**src/sv/crtb_pkg.sv**
```systemverilog
// Shared types, constants and helper functions of the reload timer bank.
package crtb_pkg;

  localparam int NUM_TIMERS = 4;

  localparam int CNT_W   = 16;
  localparam int MASK_W  = 16;
  localparam int CTL_W   = 8;
  localparam int PS_W    = 10;
  localparam int SH_W    = 4;
  localparam int TYPE_W  = 2;
  localparam int IDX_W   = 2;
  localparam int IRQ_W   = 4;
  localparam int FIFO_W  = 2;
  localparam int FIFO_TIMERS = 2;

  localparam logic [CTL_W-1:0] CTL_KEEP = 8'hC7;
  localparam int CTL_ENABLE_BIT  = 7;
  localparam int CTL_IRQ_BIT     = 6;
  localparam int CTL_COUNTUP_BIT = 2;

  typedef enum logic [TYPE_W-1:0] {
    REQ_TICK    = 2'd0,
    REQ_RELOAD  = 2'd1,
    REQ_CONTROL = 2'd2,
    REQ_READ    = 2'd3
  } req_type_t;

  typedef struct packed {
    logic [TYPE_W-1:0] req_type;
    logic [IDX_W-1:0]  timer_index;
    logic [MASK_W-1:0] write_mask;
    logic [MASK_W-1:0] write_data;
  } req_t;

  typedef struct packed {
    logic [CNT_W-1:0]  read_data;
    logic [IRQ_W-1:0]  irq_pulses;
    logic [FIFO_W-1:0] fifo_events;
  } rsp_t;

  // Terminal count of the prescaler for a given shift.
  function automatic logic [PS_W-1:0] prescale_limit(input logic [SH_W-1:0] shift);
    logic [PS_W-1:0] lim;
    if (shift >= SH_W'(PS_W)) begin
      lim = '1;
    end else begin
      lim = (PS_W'(1) << shift) - PS_W'(1);
    end
    return lim;
  endfunction

  // Shift for a prescale select; zero when cascaded.
  function automatic logic [SH_W-1:0] prescale_shift_of(input logic [1:0] sel,
                                                        input logic cascaded);
    logic [SH_W-1:0] sh;
    unique case (sel)
      2'd0: sh = SH_W'(0);
      2'd1: sh = SH_W'(6);
      2'd2: sh = SH_W'(8);
      2'd3: sh = SH_W'(10);
      default: sh = SH_W'(0);
    endcase
    if (cascaded) begin
      sh = SH_W'(0);
    end
    return sh;
  endfunction

endpackage

```
**src/sv/crtb_req_if.sv**
```systemverilog
// Request channel interface of the reload timer bank.
interface crtb_req_if;
  logic                         valid;
  logic                         ready;
  logic [crtb_pkg::TYPE_W-1:0]  req_type;
  logic [crtb_pkg::IDX_W-1:0]   timer_index;
  logic [crtb_pkg::MASK_W-1:0]  write_mask;
  logic [crtb_pkg::MASK_W-1:0]  write_data;

  modport source(output valid, req_type, timer_index, write_mask, write_data, input ready);
  modport sink(input valid, req_type, timer_index, write_mask, write_data, output ready);
endinterface

```
**src/sv/crtb_rsp_if.sv**
```systemverilog
// Result channel interface of the reload timer bank.
interface crtb_rsp_if;
  logic                         valid;
  logic                         ready;
  logic [crtb_pkg::CNT_W-1:0]   read_data;
  logic [crtb_pkg::IRQ_W-1:0]   irq_pulses;
  logic [crtb_pkg::FIFO_W-1:0]  fifo_events;

  modport source(output valid, read_data, irq_pulses, fifo_events, input ready);
  modport sink(input valid, read_data, irq_pulses, fifo_events, output ready);
endinterface

```
**src/sv/crtb_timer_core.sv**
```systemverilog
// Timer state, prescalers, cascade chain and register write logic.
module crtb_timer_core (
  input  logic           clk,
  input  logic           rst,
  input  logic           legacy_mode,
  input  logic           fire,
  input  crtb_pkg::req_t beat,
  output crtb_pkg::rsp_t result
);

  localparam int N = crtb_pkg::NUM_TIMERS;
  localparam int IRQ_EXT_W = (N > crtb_pkg::IRQ_W) ? N : crtb_pkg::IRQ_W;

  logic [crtb_pkg::CNT_W-1:0] cnt      [N];
  logic [crtb_pkg::CNT_W-1:0] rel      [N];
  logic [crtb_pkg::CTL_W-1:0] ctl      [N];
  logic [crtb_pkg::PS_W-1:0]  ps_cnt   [N];
  logic [crtb_pkg::SH_W-1:0]  ps_sh    [N];

  logic [crtb_pkg::CNT_W-1:0] cnt_next    [N];
  logic [crtb_pkg::CNT_W-1:0] rel_next    [N];
  logic [crtb_pkg::CTL_W-1:0] ctl_next    [N];
  logic [crtb_pkg::PS_W-1:0]  ps_cnt_next [N];
  logic [crtb_pkg::SH_W-1:0]  ps_sh_next  [N];

  logic [N-1:0]                  irq_vec;
  logic [crtb_pkg::FIFO_W-1:0]   fifo_vec;
  logic [crtb_pkg::CNT_W-1:0]    rd;
  logic [IRQ_EXT_W-1:0]          irq_ext;

  always_comb begin
    logic                       carry;
    logic                       own;
    logic                       inc;
    logic                       en;
    logic                       cu;
    logic                       sel;
    logic [crtb_pkg::CTL_W-1:0] m;
    logic [crtb_pkg::CTL_W-1:0] nw;
    logic [crtb_pkg::SH_W-1:0]  sh;
    for (int i = 0; i < N; i++) begin
      cnt_next[i]    = cnt[i];
      rel_next[i]    = rel[i];
      ctl_next[i]    = ctl[i];
      ps_cnt_next[i] = ps_cnt[i];
      ps_sh_next[i]  = ps_sh[i];
    end
    irq_vec  = '0;
    fifo_vec = '0;
    rd       = '0;
    carry    = 1'b0;
    own      = 1'b0;
    inc      = 1'b0;
    en       = 1'b0;
    cu       = 1'b0;
    sel      = 1'b0;
    m        = '0;
    nw       = '0;
    sh       = '0;
    unique case (crtb_pkg::req_type_t'(beat.req_type))
      crtb_pkg::REQ_TICK: begin
        // timers in order; carry moves a wrap into the next count-up timer
        for (int i = 0; i < N; i++) begin
          en  = ctl[i][crtb_pkg::CTL_ENABLE_BIT];
          cu  = (i != 0) && ctl[i][crtb_pkg::CTL_COUNTUP_BIT];
          own = 1'b0;
          if (en && !cu) begin
            if (ps_cnt[i] < crtb_pkg::prescale_limit(ps_sh[i])) begin
              ps_cnt_next[i] = ps_cnt[i] + crtb_pkg::PS_W'(1);
            end else begin
              ps_cnt_next[i] = '0;
              own = 1'b1;
            end
          end
          inc   = own || (carry && cu);
          carry = 1'b0;
          if (inc) begin
            if (cnt[i] == '1) begin
              if (en) begin
                cnt_next[i] = rel[i];
                irq_vec[i]  = ctl[i][crtb_pkg::CTL_IRQ_BIT];
                if (legacy_mode && (i < crtb_pkg::FIFO_TIMERS)) begin
                  fifo_vec[i] = 1'b1;
                end
                carry = 1'b1;
              end else begin
                cnt_next[i] = '0;
              end
            end else begin
              cnt_next[i] = cnt[i] + crtb_pkg::CNT_W'(1);
            end
          end
        end
      end
      crtb_pkg::REQ_RELOAD: begin
        for (int i = 0; i < N; i++) begin
          sel = (32'(beat.timer_index) == i);
          if (sel) begin
            rel_next[i] = (rel[i] & ~beat.write_mask) | (beat.write_data & beat.write_mask);
          end
        end
      end
      crtb_pkg::REQ_CONTROL: begin
        for (int i = 0; i < N; i++) begin
          sel = (32'(beat.timer_index) == i);
          if (sel) begin
            m  = beat.write_mask[crtb_pkg::CTL_W-1:0] & crtb_pkg::CTL_KEEP;
            nw = (ctl[i] & ~m) | (beat.write_data[crtb_pkg::CTL_W-1:0] & m);
            sh = crtb_pkg::prescale_shift_of(nw[1:0],
                   (i != 0) && nw[crtb_pkg::CTL_COUNTUP_BIT]);
            ctl_next[i] = nw;
            if (sh != ps_sh[i]) begin
              ps_sh_next[i]  = sh;
              ps_cnt_next[i] = '0;
            end
            if (!ctl[i][crtb_pkg::CTL_ENABLE_BIT] && nw[crtb_pkg::CTL_ENABLE_BIT]) begin
              cnt_next[i]    = rel[i];
              ps_cnt_next[i] = '0;
            end
          end
        end
      end
      crtb_pkg::REQ_READ: begin
        for (int i = 0; i < N; i++) begin
          sel = (32'(beat.timer_index) == i);
          if (sel) begin
            rd = cnt[i];
          end
        end
      end
      default: begin
      end
    endcase
  end

  assign irq_ext            = IRQ_EXT_W'(irq_vec);
  assign result.read_data   = rd;
  assign result.irq_pulses  = irq_ext[crtb_pkg::IRQ_W-1:0];
  assign result.fifo_events = fifo_vec;

  always_ff @(posedge clk) begin
    if (rst) begin
      for (int i = 0; i < N; i++) begin
        cnt[i]    <= '0;
        rel[i]    <= '0;
        ctl[i]    <= '0;
        ps_cnt[i] <= '0;
        ps_sh[i]  <= '0;
      end
    end else if (fire) begin
      for (int i = 0; i < N; i++) begin
        cnt[i]    <= cnt_next[i];
        rel[i]    <= rel_next[i];
        ctl[i]    <= ctl_next[i];
        ps_cnt[i] <= ps_cnt_next[i];
        ps_sh[i]  <= ps_sh_next[i];
      end
    end
  end

`ifndef SYNTHESIS
  a_fifo_needs_legacy: assert property (@(posedge clk) disable iff (rst)
    (fire && (result.fifo_events != '0)) |-> legacy_mode)
    else $error("fifo event outside legacy mode");

  a_ps_in_range: assert property (@(posedge clk) disable iff (rst)
    ps_cnt[0] <= crtb_pkg::prescale_limit(ps_sh[0]))
    else $error("prescaler of timer 0 past its terminal count");

  a_ctl_unused_zero: assert property (@(posedge clk) disable iff (rst)
    ctl[0][5:3] == 3'b000)
    else $error("unused control bits set");
`endif

endmodule

```
**src/sv/cascadable_reload_timer_bank.sv**
```systemverilog
// Four-channel cascadable prescaled reload timer bank, top level.
//
// Requests arrive on req (valid/ready): tick, reload write, control write or
// counter read; all but ticks address timer_index, writes go under write_mask.
// Every request beat yields exactly one result beat on rsp: read_data holds
// the counter for a read and is zero otherwise; irq_pulses and fifo_events
// flag overflows during a tick.
// legacy_mode is written through cfg_we/cfg_wdata; the user must write it
// only while the bank is idle, which the bank itself does not enforce.
// Throughput: one request per cycle while rsp is not stalled, from the request
// register through a single pass of timer logic into the result register.
// A stalled rsp holds its beat; one more request can be taken into the
// request register, after which req.ready drops until rsp drains.
// Reset (rst, synchronous) clears all counters, reload and control
// registers, prescalers, legacy_mode and the valid bits of both pipeline stages.
module cascadable_reload_timer_bank (
  input  logic       clk,
  input  logic       rst,
  input  logic       cfg_we,
  input  logic [0:0] cfg_wdata,
  crtb_req_if.sink   req,
  crtb_rsp_if.source rsp
);

  logic           legacy_mode;
  logic           in_valid;
  crtb_pkg::req_t in_beat;
  logic           out_valid;
  crtb_pkg::rsp_t out_beat;
  crtb_pkg::rsp_t core_rsp;
  logic           advance;

  assign advance   = in_valid && (!out_valid || rsp.ready);
  assign req.ready = !in_valid || advance;

  always_ff @(posedge clk) begin
    if (rst) begin
      legacy_mode <= 1'b0;
    end else if (cfg_we) begin
      legacy_mode <= cfg_wdata[0];
    end
  end

  always_ff @(posedge clk) begin
    if (rst) begin
      in_valid <= 1'b0;
    end else if (req.ready) begin
      in_valid <= req.valid;
    end
  end

  always_ff @(posedge clk) begin
    if (req.valid && req.ready) begin
      in_beat.req_type    <= req.req_type;
      in_beat.timer_index <= req.timer_index;
      in_beat.write_mask  <= req.write_mask;
      in_beat.write_data  <= req.write_data;
    end
  end

  crtb_timer_core u_core (
    .clk         (clk),
    .rst         (rst),
    .legacy_mode (legacy_mode),
    .fire        (advance),
    .beat        (in_beat),
    .result      (core_rsp)
  );

  always_ff @(posedge clk) begin
    if (rst) begin
      out_valid <= 1'b0;
    end else if (advance) begin
      out_valid <= 1'b1;
    end else if (rsp.ready) begin
      out_valid <= 1'b0;
    end
  end

  always_ff @(posedge clk) begin
    if (advance) begin
      out_beat <= core_rsp;
    end
  end

  assign rsp.valid       = out_valid;
  assign rsp.read_data   = out_beat.read_data;
  assign rsp.irq_pulses  = out_beat.irq_pulses;
  assign rsp.fifo_events = out_beat.fifo_events;

`ifndef SYNTHESIS
  a_in_hold: assert property (@(posedge clk) disable iff (rst)
    (in_valid && !advance) |=> (in_valid && $stable(in_beat)))
    else $error("request register lost a stalled beat");

  a_adv_fills_out: assert property (@(posedge clk) disable iff (rst)
    advance |=> out_valid)
    else $error("processed beat not presented on rsp");
`endif

endmodule
```
**src/flat_wrapper.sv**
```systemverilog
// flat-port wrapper written by rule: the top's interface ports become plain ports
module cascadable_reload_timer_bank_flat 
  (clk, rst, cfg_we, cfg_wdata, req_valid, req_req_type, req_timer_index, req_write_mask, req_write_data, req_ready, rsp_valid, rsp_read_data, rsp_irq_pulses, rsp_fifo_events, rsp_ready);
  crtb_req_if req_i ();
  crtb_rsp_if rsp_i ();
  input  logic clk;
  input  logic rst;
  input  logic cfg_we;
  input  logic [0:0] cfg_wdata;
  input wire logic [$bits(req_i.valid)-1:0] req_valid;
  input wire logic [$bits(req_i.req_type)-1:0] req_req_type;
  input wire logic [$bits(req_i.timer_index)-1:0] req_timer_index;
  input wire logic [$bits(req_i.write_mask)-1:0] req_write_mask;
  input wire logic [$bits(req_i.write_data)-1:0] req_write_data;
  output wire logic [$bits(req_i.ready)-1:0] req_ready;
  output wire logic [$bits(rsp_i.valid)-1:0] rsp_valid;
  output wire logic [$bits(rsp_i.read_data)-1:0] rsp_read_data;
  output wire logic [$bits(rsp_i.irq_pulses)-1:0] rsp_irq_pulses;
  output wire logic [$bits(rsp_i.fifo_events)-1:0] rsp_fifo_events;
  input wire logic [$bits(rsp_i.ready)-1:0] rsp_ready;
  assign req_i.valid = req_valid;
  assign req_i.req_type = req_req_type;
  assign req_i.timer_index = req_timer_index;
  assign req_i.write_mask = req_write_mask;
  assign req_i.write_data = req_write_data;
  assign req_ready = req_i.ready;
  assign rsp_valid = rsp_i.valid;
  assign rsp_read_data = rsp_i.read_data;
  assign rsp_irq_pulses = rsp_i.irq_pulses;
  assign rsp_fifo_events = rsp_i.fifo_events;
  assign rsp_i.ready = rsp_ready;
  cascadable_reload_timer_bank u_core (.clk(clk), .rst(rst), .cfg_we(cfg_we), .cfg_wdata(cfg_wdata), .req(req_i), .rsp(rsp_i));
endmodule
```
**config.mk**
```make
export PLATFORM = sky130hd
export DESIGN_NAME = cascadable_reload_timer_bank_flat
export DESIGN_NICKNAME = d
export VERILOG_FILES = /design/src/sv/crtb_pkg.sv /design/src/sv/crtb_req_if.sv /design/src/sv/crtb_rsp_if.sv /design/src/sv/crtb_timer_core.sv /design/src/sv/cascadable_reload_timer_bank.sv /design/src/flat_wrapper.sv
export SDC_FILE = /design/constraint.sdc
export NUM_CORES = 1
export LEC_CHECK = 0
export ABC_AREA = 0
export BUFFER_PORTS_ARGS = -buffer_cell sky130_fd_sc_hd__buf_2
export CORE_MARGIN = 2
export CORE_UTILIZATION = 60
export DETAILED_ROUTE_END_ITERATION = 8
export HOLD_SLACK_MARGIN = 0.1
export PLACE_DENSITY = 0.78
export SLEW_MARGIN = 10
export SYNTH_ARGS = -nofsm -noshare
export SYNTH_HDL_FRONTEND = slang
export SYNTH_SLANG_ARGS = --single-unit
```
**constraint.sdc**
```tcl
create_clock -name clk -period 7.55 [get_ports clk]
set_input_delay 0.3775 -clock clk [delete_from_list [all_inputs] [get_ports clk]]
set_output_delay 0.3775 -clock clk [all_outputs]
set_load 0.01 [all_outputs]
```
* Word-level counts from Yosys, hierarchy flattened
Memories as Yosys holds them, arrays and structs flattened.
Cells that the tools add are included.
** Cells by class
- Add/sub/neg operators :: 12
- Magnitude comparators :: 8
- Equality and inequality tests :: 26
- Shift-type cells :: 4
- Muxes and demuxes :: 144
- Bitwise gates (word level) :: 40
- Reductions and logical operators :: 37
** Operators with widths (count)
- 16-bit two-way mux :: 37
- 10-bit two-way mux :: 36
- 64-bit case mux with 2 select lines :: 1
- 4-bit two-way mux :: 23
- 16-bit AND :: 5
- 40-bit case mux with 2 select lines :: 1
- 16-bit by 1-bit adder with 16-bit output, second input constant :: 4
- 16-bit equality test, second input constant :: 4
- 64-bit two-way mux :: 1
- 8-bit two-way mux :: 8
- 16-bit bitwise OR :: 4
- 4-bit case mux with 4 select lines :: 4
- 10-bit by 1-bit adder with 10-bit output, second input constant :: 4
- 8-bit AND :: 5
- 10-bit < comparator :: 4
- 1-bit by 4-bit left shift with 10-bit output, first input constant :: 4
- 10-bit by 2-bit subtractor with 10-bit output, second input constant :: 4
- 1-bit two-way mux :: 32
- 32-bit two-way mux :: 1
- 8-bit bitwise OR :: 4
- 2-bit equality test, second input constant :: 12
- 1-bit bitwise OR :: 20
- 4-bit >= comparator, second input constant :: 4
- 4-bit != test :: 4
- other kinds (9) :: 45
** Storage, ports and cells
- Register bits after elaboration :: 61
- Memory bits (writable) :: 216
- Input bits :: 42
- Logic and storage cells :: 290
- Memories :: 5
** Memory list
- u_core.u_core.cnt :: depth 4, bits a word 16, rd ports 4, clocked after Yosys merged registers in 0, write ports 4, line crtb_timer_core.sv:14 : logic [crtb_pkg::CNT_W-1:0] cnt [N];
- u_core.u_core.rel :: depth 4, bits a word 16, rd ports 4, clocked after Yosys merged registers in 0, write ports 4, line crtb_timer_core.sv:15 : logic [crtb_pkg::CNT_W-1:0] rel [N];
- u_core.u_core.ps_cnt :: depth 4, bits a word 10, rd ports 4, clocked after Yosys merged registers in 0, write ports 4, line crtb_timer_core.sv:17 : logic [crtb_pkg::PS_W-1:0] ps_cnt [N];
- u_core.u_core.ctl :: depth 4, bits a word 8, rd ports 4, clocked after Yosys merged registers in 0, write ports 4, line crtb_timer_core.sv:16 : logic [crtb_pkg::CTL_W-1:0] ctl [N];
- u_core.u_core.ps_sh :: depth 4, bits a word 4, rd ports 4, clocked after Yosys merged registers in 0, write ports 4, line crtb_timer_core.sv:18 : logic [crtb_pkg::SH_W-1:0] ps_sh [N];

* Depth between registers and ports, before layout
- Depth in word-level cells :: 24
- Mapped depth :: 15

* Hierarchy
From an unflattened synthesis, not the netlist that was laid out.
** Unflattened totals
- Cells, all modules :: 1233
- Area total of the unflattened synthesis :: 14007.2 um^2
** Modules (own cells, without submodules)
- crtb_timer_core :: times used 1, cells an instance 1162, area an instance 12127.9 um^2, sequential area each 5975.7 um^2
- cascadable_reload_timer_bank :: times used 1, cells an instance 71, area an instance 1879.3 um^2, sequential area each 1801.7 um^2

* Least setup slack after synthesis
No wires, ideal clock.
- Kind :: register to register
- From :: memory u_core.u_core.ps_sh[0][2] (netlist name)
- To :: memory u_core.u_core.cnt[2][0] (netlist name) (enable)
- Arrival time :: 4.002 ns
- Required time :: 7.131 ns
- Setup slack :: 3.128 ns
- Stages on the path, launching flop included :: 14
- Clock period less this slack :: 4.422 ns
- Path through :: edfxtp_1 > buf_2 > or3_1 > ha_1 > nor2b_1 > nand3_1 > o21ai_0 > ha_1 > and4_1 > o311a_1 > a211oi_1 > o32ai_1 > nand2_1 > a311oi_1
** RTL lines (line)
- start, declared :: crtb_timer_core.sv:18
- end, declared :: crtb_timer_core.sv:14

==> results.py <==
metrics = {
    "logic_synthesis": {
        "synth_area_leaders": "edfxtp_1 (56%), ha_1 (4.3%), a21oi_1 (3.9%), nand2b_1 (3.4%), nand2_1 (3.1%)",
        "synth_most_common_cell": "edfxtp_1",
        "ys_seq_area_share_pct": 56.2,
        "synth_flop_cell": "edfxtp_1",
        "yosysUniqueCellTypes": 64,
        "synth.cells.most_frequent": "edfxtp_1 (257), nand2_1 (116), nor2_1 (114), a21oi_1 (108), nand2b_1 (76)",
        "yosysWarnings": 0,
        "ys_seq_elements": 260,
        "syn_inst": 1232,
        "synth_top_area_share_pct": 55.8,
        "synth_top_cell_by_area": "edfxtp_1",
        "syn_area_per_cell_sq_um": 11.2,
        "synth_area_sq_mm": 0.0138,
        "syn_nets": 1321,
        "synth-edff-count": 257,
        "synthArstFlopShare_pct": 0,
    },
    "clock_network": {
        "htree_levels": 1,
        "numCtsBuffers": 28,
        "post_cts.repair.setup_buffers": 0,
        "clockBufferDepth": 3,
        "clock_latency_ps": 540,
        "ctsResizeCount": 0,
        "ctsRootBufferMaster": "clkbuf_16",
        "cts_tree": "yes",
        "clock_sinks": 260,
        "postCtsHoldBufs": 39,
        "clk_pin_slew_worst_paths_ps": 60,
    },
    "floorplanning": {
        "fp.dieH_microns": 156,
        "die_w_microns": 156,
        "num_rows": 55,
        "core_area_sq_mm": 0.0226,
        "io_pins": 66,
        "initial_core_util_pct": 61.1,
        "die_area_sq_mm": 0.0243,
    },
    "detailed_routing": {
        "drc": 0,
        "wl_microns": 34100,
        "postRouteAntennaNets": 0,
        "vias": 10322,
        "avgViaCountPerCell": 6.27,
        "first_pass_iters": 6,
        "avgRoutedWirePerCell_microns": 20.7,
        "first_iter_violations": 1194,
    },
    "power_and_ir_drop": {
        "powerDensity_mw_per_mm2": 226,
        "vdd_ir_drop_max_v": 0.000204,
        "p_leak_uw": 0.00573,
        "p_clk_share_pct": 39.9,
        "power_switching_uw": 896,
        "pwr-share-seq_pct": 50.3,
        "swShare_pct": 25.0,
        "internal_power_uw": 2680,
        "p_comb_share_pct": 9.8,
    },
    "hold_path": {
        "holdCritPathClass": "in -> reg",
        "min_from": "rsp_ready",
    },
    "global_route": {
        "grt_usage_pct": 28.5,
        "met1_usage_pct": 41.6,
        "met3_usage_pct": 4.81,
        "grt_start_max_net_pins": 56,
        "grt_pass1_vias": 9871,
        "grt_pass1_wl_microns": 53600,
        "grt-ovfl-total": 0,
        "grt.busiest_layer": "met2",
        "antenna_found_initial": 0,
        "gr-usage-met2_pct": 44.5,
    },
    "finish": {
        "fill_cells": 1579,
        "antenna_cells": 0,
        "finalCoreUtilization_pct": 69.9,
        "area_delta_synth_final_pct": 14.5,
        "final_nets": 1427,
        "final_layout_size_suffix_gt1_share_pct": 11.5,
    },
    "sta": {
        "timing.final.crit_share_pct": 58.1,
        "slew_headroom_pct": 28.2,
        "fin_crit_ps": 4390,
        "clock_skew_ps": 8.43,
        "setup_viol": 0,
        "tightest_slew_ps": 1080,
        "timing.final.ws_setup_ps": 3160,
        "fmax_mhz": 228,
        "rsz0062_at_grt": "no",
        "report.final.slew_viol_count": 0,
        "fin_setup_tns_ps": 0,
        "hold_viol": 0,
    },
    "critical_path": {
        "cp_data_required_time_ps": 7710,
        "cp-end-kind": "register",
        "r2r_start": "u_core.u_core.ps_sh[0][1]",
        "worstPathArrival_ps": 4550,
        "critical_path_class": "reg -> reg",
        "path_max_fanout": 16,
        "start_kind": "register",
        "crit_start": "u_core.u_core.ps_sh[0][1]",
    },
    "placement": {
        "port-buffer-count": 65,
        "dp_hpwl_microns": 23700,
        "gp_congestion": 0.953,
        "dp_slack_ps": 3260,
    },
    "status": {
        "status": "finished clean",
    },
    "job": {
        "drv_cap": 0,
    },
}
## worst max-delay path: stages (launching register included)
cell and delay, ps:
edfxtp_1 490, inv_1 130, or3_1 330, ha_1 260
nor2b_1 170, nand3_1 90, o21ai_0 90, ha_1 300
and4_1 230, o311a_1 190, a211oi_1 70, buf_4 190
or4b_1 510, o211a_1 200, o22ai_2 760
## flip-flops by register name (all words and copies together) (netlist names)
signal,cells
u_core.u_core.cnt,64
u_core.rsp.irq_pulses,4
u_core.u_core.ctl,19
u_core.rsp.read_data,16
u_core.in_beat,36
u_core.legacy_mode,1
u_core.u_core.ps_sh,12
u_core.in_valid,1
u_core.rsp.fifo_events,2
u_core.u_core.ps_cnt,40
u_core.u_core.rel,64
u_core.rsp.valid,1
## metal layers
metal  wire, microns  share of wire, %
met4             995               2.9
met2           15400                45
met5               0                 0
met3            3410                10
met1           14300                42
## layout make-up
cell class	instances	area, sq um	share of cell area [%]
Tap cell	285	357	2.25
Inverter	29	109	0.688
Clock buffer	31	733	4.63
Timing Repair Buffer	121	843	5.33
Multi-Input combinational cell	898	5790	36.5
Sequential cell	260	7780	49.1
Clock inverter	21	228	1.44
## placed cells by master (no fill, tap or decap), types with 9 or more instances in the layout
cell type      synthesis  routed
edfxtp_1             257     257
nand3_1               54      53
a21oi_1              108     108
buf_2                  5      65
nor3_1                23      22
a22o_1                13      13
buf_4                  1      17
xor2_1                48      48
o21a_1                11      11
and2_1                20      19
mux4_2                16      16
dlygate4sd3_1          0      39
nand2_1              116     116
and3_1                37      37
nand4_1                9       9
o21ai_0               73      73
nor2_1               114     114
nand2b_1              76      76
ha_1                  47      47
xnor2_1               39      39
clkbuf_16              0      29
inv_1                 29      29
## metrics by stage
stage	power (uW)	cell area, sq um	std cells	hold WS [ps]
floorplan	2020	13800	1232	460
global placement	2140	14500	1554	499
detailed placement	2150	14500	1554	502
CTS	3580	15800	1645	138
global route	3700	15800	1645	158
finish	3580	15800	1645	152
## power by group through the flow
| stage | sequential (uW) | combinational, uW | clock (uW) |
|---|---|---|---|
| 4_1_cts | 1790 | 349 | 1440 |
| 3_5_place_dp | 1820 | 330 | 0 |
| 6_report | 1800 | 352 | 1430 |
| 3_3_place_gp | 1820 | 317 | 0 |
| 5_1_grt | 1810 | 390 | 1500 |
| 2_1_floorplan | 1780 | 241 | 0 |
## path summary, 6_finish.rpt
kind	cells past startpoint	endpoint	slack [ps]
worst max-delay path	14	u_core.u_core.cnt[3][13]	3160
worst min register to register	2	u_core.u_core.cnt[2][5]	560
worst max register to register	14	u_core.u_core.cnt[3][13]	3160
worst min-delay path	4	u_core.rsp.valid	150
## kinds of logic after synthesis
family,share of synthesized area (%)
AO/OA/AOI/OAI,11.1
XOR/XNOR,5.51
buffers and inverters,2.13
multiplexers,3.11
flip-flops,56.2
adder cells (fa/ha/maj),4.25
AND/OR/NAND/NOR,17.7
No activity file was read; power rests on OpenSTA's default activity.
